<file path="config.mk">
export PLATFORM = sky130hd
export DESIGN_NAME = lngh_ram
export DESIGN_NICKNAME = d
export VERILOG_FILES = /design/src/assert_macros.svh /design/src/lngh_ram.sv
export SDC_FILE = /design/constraint.sdc
export NUM_CORES = 1
export LEC_CHECK = 0
export ABC_AREA = 0
export BUFFER_PORTS_ARGS = -buffer_cell sky130_fd_sc_hd__clkbuf_2
export CAP_MARGIN = 15
export CORE_MARGIN = 2
export CORE_UTILIZATION = 35
export DETAILED_ROUTE_END_ITERATION = 7
export PLACE_DENSITY_LB_ADDON = 0.2
export SYNTH_ARGS = -nofsm -noshare
export SYNTH_HDL_FRONTEND = slang
export SYNTH_SLANG_ARGS = --single-unit
</file>
<file path="constraint.sdc">
create_clock -name i_clk -period 4.31 [get_ports i_clk]
set_clock_uncertainty 0.1 [all_clocks]
set_input_delay 0 -clock i_clk [delete_from_list [all_inputs] [get_ports i_clk]]
set_output_delay 0 -clock i_clk [all_outputs]
set_load 0.05 [all_outputs]
</file>
<file path="src/assert_macros.svh">
// assertion helpers used by the rtl
`ifndef ASSERT_MACROS_SVH
`define ASSERT_MACROS_SVH

`ifndef SYNTH
// checked at every edge, reset included
`define LNGH_CHK(lbl, clk, prop, msg) \
    lbl: assert property (@(posedge clk) prop) else $error(msg);
// checked only while out of reset
`define LNGH_CHK_RST(lbl, clk, rst_n, prop, msg) \
    lbl: assert property (@(posedge clk) disable iff (!rst_n) prop) else $error(msg);
`else
`define LNGH_CHK(lbl, clk, prop, msg)
`define LNGH_CHK_RST(lbl, clk, rst_n, prop, msg)
`endif

`endif

</file>
<file path="src/lngh_ram.sv">
module lngh_ram #(
    parameter int DEPTH = 26,
    parameter int WIDTH = 24
) (
    input  logic                     i_clk,
    input  logic                     i_wr_en,
    input  logic [$clog2(DEPTH)-1:0] i_wr_addr,
    input  logic [WIDTH-1:0]         i_wr_data,
    input  logic                     i_rd_en,
    input  logic [$clog2(DEPTH)-1:0] i_rd_addr,
    output logic [WIDTH-1:0]         o_rd_data
);

    logic [WIDTH-1:0] r_mem [DEPTH];
    logic [WIDTH-1:0] r_rd_data;

    always_ff @(posedge i_clk) begin
        if (i_wr_en) begin
            r_mem[i_wr_addr] <= i_wr_data;
        end
        if (i_rd_en) begin
            r_rd_data <= r_mem[i_rd_addr];
        end
    end

    assign o_rd_data = r_rd_data;

endmodule
</file>
==> flow_summary.json, run 1 <==
{
  "ys_seq_elements": 648,
  "cap_violations": 0,
  "drc_errors": 0,
  "drive_above_1_share_pct": 26.3,
  "gr-total-overflow": 0,
  "fp-row-count": 97,
  "cts_tree": "done",
  "antenna_found_initial": 1,
  "die_w_um": 270,
  "power.total_mw": 13.4,
  "yosys.area.top_type": "edfxtp_1",
  "worstPathRequired_ps": 4600,
  "postCtsSetupBuffers": 0,
  "drtAntennaViolNets": 0,
  "track_usage_pct": 16.6,
  "post-route-period-util_pct": 52.3,
  "synth.top_cell.area_share_pct": 78.5,
  "r2r_cells": 4,
  "max_stage_delay_ps": 1020,
  "routed_wl_um": 60200,
  "ff2ff_setup_slack_ps": 2300,
  "clk_latency_ps": 590,
  "p_per_area_mw_per_mm2": 465,
  "startpoint": "i_rd_addr[3]",
  "syn_nets": 1202,
  "syn2layout_area_growth_pct": 16.3,
  "synthDistinctLibCells": 26,
  "max_slew_margin_pct": 21.8,
  "postCtsHoldBufs": 25,
  "netlist_area_mm2": 0.0248,
  "wl_per_cell_um": 26.5,
  "synth_area_leaders": "edfxtp_1 79%, mux4_2 8.7%, mux2i_1 3.9%",
  "crit_path_end": "o_rd_data[23]",
  "hold_viol_final": 0,
  "gp_congestion": 0.729,
  "ys_seq_area_share_pct": 78.5,
  "final-setup-viol-count": 0,
  "diodes": 0,
  "synth_async_sr_flop_share_pct": 0,
  "die_h_um": 270,
  "min_path_type": "input pin to register",
  "worst_setup_path_start_kind": "input pin",
  "cpMaxStageDelayCell": "and3b_1",
  "drtIter0Drc": 919,
  "fin_nets": 1323,
  "synth.most_common_cell": "edfxtp_1",
  "fin_crit_ps": 2260,
  "drtPass1Iterations": 5,
  "clk_pin_slew_ps": 60,
  "status": "finished, final reports clean",
  "cp_max_fo": 14,
  "synthTopCellsByCount": "648 x edfxtp_1, 96 x mux2i_1, 96 x mux4_2",
  "cp_data_arrival_time_ps": 2540,
  "min_path_cells": 3,
  "rsz0062_at_grt": "false",
  "cts-root-buf": "clkbuf_16",
  "r2r-end": "o_rd_data[7]",
  "utilization_pct": 41.1,
  "tns_ps": 0,
  "worstReg2RegStart": "r_mem[11][7]",
  "htreeDepth": 3,
  "port_buffers": 60,
  "dpl_cell_area_mm2": 0.0263,
  "worst_ir_drop_vdd_mv": 0.227,
  "grt_pass1_wl_um": 87400,
  "grt_pass1_vias": 12444,
  "numCtsBuffers": 70,
  "cp_cell_sequence": "dlygate4sd3_1 -> clkbuf_2 -> and3b_1 -> buf_4 -> a22oi_1 -> o311ai_1",
  "worst_pin_slew_ps": 1170,
  "core_mm2": 0.0700,
  "grt_max_degree": 53,
  "vias": 11828,
  "die-area_mm2": 0.0729,
  "synth.avg_cell_area_um2": 21.3,
  "start_util_pct": 35.4,
  "design.portCount": 61,
  "critPathKind": "input pin to register",
  "post-route-cell-area_mm2": 0.0288,
  "clock_sinks": 648,
  "drv_slew": 0,
  "yosysWarnings": 0,
  "fmax_mhz": 443,
  "cts.path.max_buffers": 3,
  "endpoint_kind": "register",
  "synthCells": 1165,
  "post-dp-hpwl_um": 33400,
  "viasPerCell": 5.21,
  "power_leakage_nw": 9.17,
  "ys.flop_type": "edfxtp_1",
  "synth_edf_count": 648,
  "post_cts_resized": 0
}
[metal layers]
layer  track usage (%)  vias to the layer above  wire, µm  part of all wire [%]
met2              25.4                      266     27700                    46
met5                 0                        -        13                 0.022
li1                  -                     5105         -                     -
met1              24.4                     6372     28800                    48
met3              3.37                       83      2600                   4.3
met4              4.17                        2      1080                   1.8
[power by group]
group	switching (mW)	total, mW	internal, mW
combinational	0.454	0.701	0.247
clock	2.31	5.62	3.31
sequential	0.0392	7.08	7.04
[sequential cells by signal, summed over array words and instances, names as in the netlist]
signal     cells
r_mem        624
o_rd_data     24
[cell usage in the layout (no fill, tap or decap), types with 5 or more instances in the layout]
cell type / count
a22oi_1: 24
edfxtp_1: 648
clkbuf_16: 73
nand2_1: 49
nor2_4: 26
clkbuf_1: 16
o311ai_1: 24
o21ai_0: 24
mux2i_1: 96
clkinv_1: 16
nand3b_1: 5
clkbuf_2: 58
clkinv_2: 7
dlygate4sd3_1: 25
mux4_2: 96
o211ai_1: 24
buf_4: 22
mux2_2: 48
a22o_1: 24
[cell families (layout without fill, tap and decap cells)]
logic type	count (synthesis)	after routing	synth area share [%]
and+or+nand+nor	93	93	1.64
DFF	648	648	78.5
buffers and inverters	64	230	1.39
AOI/OAI and AO/OA	120	120	3.64
muxes	240	240	14.8
[layout make-up]
cell class / instances / area, µm²
multi-input cells: 453 / 5170
well taps: 940 / 1180
repair buffers: 113 / 883
fillers: 6192 / 41200
clock buffers: 89 / 1890
flip-flops and latches: 648 / 19500
clock inverters: 28 / 224
[critical path, delay by kind of cell]
family	cells	cell delay, ps
simple gates	1	1020
compound gates	2	250
buf+inv	3	1250
[per-stage QoR]
step	instances	worst slack [ps]	hold WS, ps
floorplan	1165	2140	-1.13
global placement	2125	1550	430
detailed placement	2125	1540	453
CTS	2267	2050	26.1
global route	2271	1960	41.7
finish	2271	2050	31.3
[worst min path at each step]
stage | from | slack [ps] | end
finish | i_wr_addr[3] | 30 | r_mem[24][13]
global route | i_wr_addr[4] | 40 | r_mem[24][18]
CTS | i_rd_addr[4] | 30 | o_rd_data[2]
detailed placement | i_wr_data[15] | 450 | r_mem[16][15]
global placement | i_wr_data[11] | 430 | r_mem[8][11]
floorplan | i_wr_data[0] | -1 | r_mem[0][0]
Note: power is estimated with default switching activity, not from simulation.
==> run 2, diff against run 1 <==
clock period = 2.1 ns   (was 4.31 ns; I/O delays follow)
==> flow_summary.json, run 2 (same netlist as run 1, synthesis figures left out) <==
{
  "drive_above_1_share_pct": 30.2,
  "cp_max_fo": 1,
  "hold_viol_final": 0,
  "max_slew_margin_pct": 60.7,
  "post-route-period-util_pct": 98.2,
  "tns_ps": 0,
  "worst_setup_path_start_kind": "register",
  "drv_slew": 0,
  "core_mm2": 0.0700,
  "cp_data_arrival_time_ps": 2250,
  "cp_top_family": "multiplexers",
  "grt_pass1_vias": 12604,
  "fin_crit_ps": 2060,
  "met2_usage_pct": 28.6,
  "cts-root-buf": "clkbuf_16",
  "syn2layout_area_growth_pct": 20.6,
  "cts_tree": "done",
  "cap_violations": 0,
  "grt_max_degree": 35,
  "start_util_pct": 35.4,
  "endpoint_kind": "register",
  "worstReg2RegStart": "r_mem[11][1]",
  "max_stage_delay_ps": 470,
  "critPathBufInv": 0,
  "rsz0062_at_grt": "false",
  "port_buffers": 60,
  "min_path_type": "input pin to register",
  "viasPerCell": 5.22,
  "vias": 12271,
  "die-area_mm2": 0.0729,
  "r2r-end": "o_rd_data[1]",
  "cpMaxStageDelayCell": "mux4_2",
  "met1_usage_pct": 24.8,
  "worst_ir_drop_vdd_mv": 0.586,
  "worst_pin_slew_ps": 590,
  "hold_ws_ps": 32.4,
  "clock_sinks": 648,
  "power.total_mw": 27.8,
  "hold_end": "o_rd_data[0]",
  "wl_per_cell_um": 27.3,
  "clk_pin_slew_ps": 60,
  "cp_cell_sequence": "mux4_2 -> mux2_2 -> o211ai_1 -> o311ai_1",
  "drtPass1Iterations": 5,
  "postCtsSetupBuffers": 0,
  "nFillCells": 6093,
  "r2r_cells": 4,
  "critPathKind": "register to register",
  "min_from": "i_rd_addr[3]",
  "antenna_found_initial": 2,
  "fp-row-count": 97,
  "layout_commonest_cell": "edfxtp_1",
  "grtUsageMet3_pct": 3.47,
  "status": "finished, final reports clean",
  "drtAntennaViolNets": 0,
  "worstPathRequired_ps": 2290,
  "power_leakage_nw": 9.67,
  "ff2ff_setup_slack_ps": 40,
  "post-dp-hpwl_um": 36800,
  "post_cts_resized": 0,
  "grt_busiest_layer": "met2",
  "max_flop_register": "r_mem",
  "die_h_um": 270,
  "routed_wl_um": 64100,
  "min_path_cells": 4,
  "gr-total-overflow": 0,
  "largest_reg_flops": 624,
  "htreeDepth": 3,
  "final-setup-viol-count": 0,
  "fmax_mhz": 485,
  "layout_common_cells": "648 x edfxtp_1, 96 x mux2i_1, 96 x mux4_2, 73 x clkbuf_16, 58 x clkbuf_2",
  "design.portCount": 61,
  "p_per_area_mw_per_mm2": 931,
  "numCtsBuffers": 70,
  "grt_pass1_wl_um": 92200,
  "clk_latency_ps": 610,
  "die_w_um": 270,
  "cts.path.max_buffers": 3,
  "track_usage_pct": 17.7,
  "drtIter0Drc": 1092,
  "fin_nets": 1398,
  "drc_errors": 0,
  "gp_congestion": 0.728
}
==> run 2: layer usage <==
layer  vias up  routed length, µm
li1       5260                  -
met1      6588              28800
met2       329              30900
met3        94               3240
met4         0               1140
met5         -                  0
==> run 2: final cells by class <==
| type | instances | area (µm²) | share of cell area (%) |
|---|---|---|---|
| flip-flops and latches | 648 | 19500 | 65.1 |
| multi-input cells | 453 | 5170 | 17.3 |
| clock inverters | 40 | 299 | 1.00 |
| diodes | 1 | 2.50 | 0.00837 |
| repair buffers | 188 | 1910 | 6.38 |
| well taps | 940 | 1180 | 3.94 |
| clock buffers | 83 | 1860 | 6.24 |
==> run 2: worst max path at each step <==
| stage | start | endpoint | slack, ps | cells after the start |
|---|---|---|---|---|
| global placement | i_rd_addr[0] | o_rd_data[1] | -160 | 6 |
| floorplan | i_wr_addr[0] | r_mem[20][0] | -70 | 3 |
| global route | r_mem[11][1] | o_rd_data[1] | 10 | 4 |
| finish | r_mem[11][1] | o_rd_data[1] | 40 | 4 |
| detailed placement | i_rd_addr[0] | o_rd_data[1] | -150 | 6 |
| CTS | r_mem[11][17] | o_rd_data[17] | 70 | 4 |
==> run 2: power by group <==
part	total [mW]	leakage (nW)	internal (mW)	switching [mW]
clock network	11.7	1.07	6.82	4.90
registers	14.5	5.86	14.4	0.0791
logic	1.59	2.75	0.612	0.982
==> run 2: through the flow <==
stage | util [%] | worst slack (ps) | instance area [µm²] | std cells
floorplan | - | -72.9 | 24800 | 1165
global placement | 39.1 | -164 | 27400 | 2196
detailed placement | 39.1 | -153 | 27400 | 2196
CTS | 42.7 | 66.4 | 29900 | 2352
global route | 42.7 | 14.2 | 29900 | 2353
finish | 42.7 | 36.9 | 29900 | 2353
==> run 2: repair_timing <==
item	4_1_cts	5_1_grt
setup endpoints to repair	0	0
hold buffers	33	0
hold endpoints to repair	665	0
==> run 2: worst register-to-register path, delay by kind of cell, from the launching register on <==
family,cells,cell delay [ps]
mux,2,740
compound gates,2,550
flops,1,360
==> run 3, diff against run 2 <==
CORE_UTILIZATION = 30   (was 35)
==> flow_summary.json, run 3 (same netlist as run 1, synthesis figures left out) <==
{
  "intPower_mw": 22.0,
  "layout_common_cells": "648 x edfxtp_1, 96 x mux2i_1, 96 x mux4_2, 74 x clkbuf_16, 71 x buf_4",
  "die-area_mm2": 0.0849,
  "power_switching_mw": 5.90,
  "routed_wl_um": 65400,
  "vias": 12214,
  "clk_pin_slew_ps": 60,
  "seqPwrFrac_pct": 52.0,
  "min_path_cells": 4,
  "worst_pin_slew_ps": 651,
  "status": "finished with violations",
  "pwr-share-comb_pct": 5.8,
  "die_h_um": 291,
  "post-dp-hpwl_um": 37600,
  "die_w_um": 291,
  "worst_ir_drop_vdd_mv": 0.557,
  "r2r_cells": 4,
  "cpMaxStageDelayCell": "mux4_2",
  "fmax_mhz": 476,
  "drtIter0Drc": 942,
  "track_usage_pct": 15.5,
  "critPathBufInv": 0,
  "layout_commonest_cell": "edfxtp_1",
  "cp_top_family": "multiplexers",
  "start_util_pct": 30.2,
  "setup_slack_ps": -1.99,
  "antenna_found_initial": 0,
  "postCtsSetupBuffers": 0,
  "rsz0062_at_grt": "true",
  "endpoint_kind": "register",
  "wl_per_cell_um": 26.3,
  "drtPass1Iterations": 5,
  "diodes": 0,
  "critPathKind": "register to register",
  "max_flop_register": "r_mem",
  "port_buffers": 60,
  "worstPathRequired_ps": 2290,
  "syn2layout_area_growth_pct": 21.3,
  "cts_tree": "done",
  "post-route-period-util_pct": 100,
  "fin_nets": 1406,
  "ff2ff_setup_slack_ps": -2,
  "largest_reg_flops": 624,
  "worst_setup_path_start_kind": "register",
  "drc_errors": 0,
  "viasPerCell": 4.91,
  "hold_ws_ps": 54.3,
  "dpl_worst_slack_ps": -114,
  "drive_above_1_share_pct": 30.5,
  "drv_slew": 0,
  "fp-row-count": 105,
  "grt_max_degree": 31,
  "clock_power_share_pct": 42.1,
  "grt_pass1_vias": 12928,
  "utilization_pct": 36.6,
  "min_path_type": "input pin to register",
  "numCtsBuffers": 70,
  "cp_cell_sequence": "mux4_2 -> mux2_2 -> o211ai_1 -> o311ai_2",
  "p_per_area_mw_per_mm2": 929,
  "final-setup-viol-count": 1,
  "max_stage_delay_ps": 460,
  "worstReg2RegStart": "r_mem[15][20]",
  "power_leakage_nw": 9.70,
  "cp_data_arrival_time_ps": 2290,
  "min_from": "i_rd_addr[2]",
  "sw_frac_of_total_pct": 21.1,
  "design.portCount": 61,
  "cts.path.max_buffers": 3,
  "drtAntennaViolNets": 0,
  "cap_violations": 0,
  "max_slew_margin_pct": 56.6,
  "r2r-end": "o_rd_data[20]",
  "gr-total-overflow": 0,
  "clk_latency_ps": 610,
  "gp_congestion": 0.710,
  "htreeDepth": 3,
  "fin_crit_ps": 2100,
  "hold_end": "o_rd_data[11]",
  "cp_max_fo": 1,
  "hold_viol_final": 0,
  "power.total_mw": 27.9,
  "violations": "setup timing",
  "clock_sinks": 648,
  "layout.cells.non_filler": 2488,
  "cts-root-buf": "clkbuf_16",
  "core_mm2": 0.0820,
  "dp_cells": 2341,
  "grt_pass1_wl_um": 93500
}
## run 3: per-layer routing
metal  wire length (µm)  GRT usage (%)
met3               3160           3.02
met2              30300           24.3
met1              30700           22.4
met4               1220           3.57
met5                  0              0
## run 3: repair_timing
action	in CTS	in global routing
endpoints found under the hold margin	649	0
hold buffers	26	0
pin swaps	2	1
gates resized for setup	1	0
setup endpoints to repair	1	1
## run 3: worst register-to-register path, delay by kind of cell (launching register included)
kind	cells	cell delay [ps]
flip-flops	1	370
AO/OA/AOI/OAI	2	570
multiplexers	2	750
## run 3: worst max path at each step
stage | from | end | slack (ps) | cells after the start
floorplan | i_wr_addr[0] | r_mem[20][0] | -70 | 3
global placement | i_rd_addr[0] | o_rd_data[20] | -160 | 6
detailed placement | i_rd_addr[0] | o_rd_data[20] | -110 | 6
CTS | r_mem[11][20] | o_rd_data[20] | -70 | 4
global route | r_mem[11][20] | o_rd_data[20] | -150 | 4
finish | r_mem[15][20] | o_rd_data[20] | -2 | 4
## run 3: area by class of cell
type	count	area, µm²
fill	7616	51900
clock inverter	25	226
sequential	648	19500
multi-input combinational	453	5180
timing repair buffer	196	1900
tap	1070	1340
clock buffer	96	1930
## run 3: power groups by stage
stage,clock (mW),sequential [mW],combinational [mW]
after floorplan,0,14.9,0.715
after global placement,0,14.8,1.60
after detailed placement,0,14.8,1.62
after CTS,12.1,14.5,1.67
after global routing,12.5,14.5,1.75
final,11.7,14.5,1.63
## run 3: through the flow
stage | instance area [µm²] | TNS (ps)
global route | 30000 | -147
floorplan | 24800 | -11560
CTS | 30000 | -65.6
detailed placement | 27600 | -198
finish | 30000 | -1.99
global placement | 27600 | -246
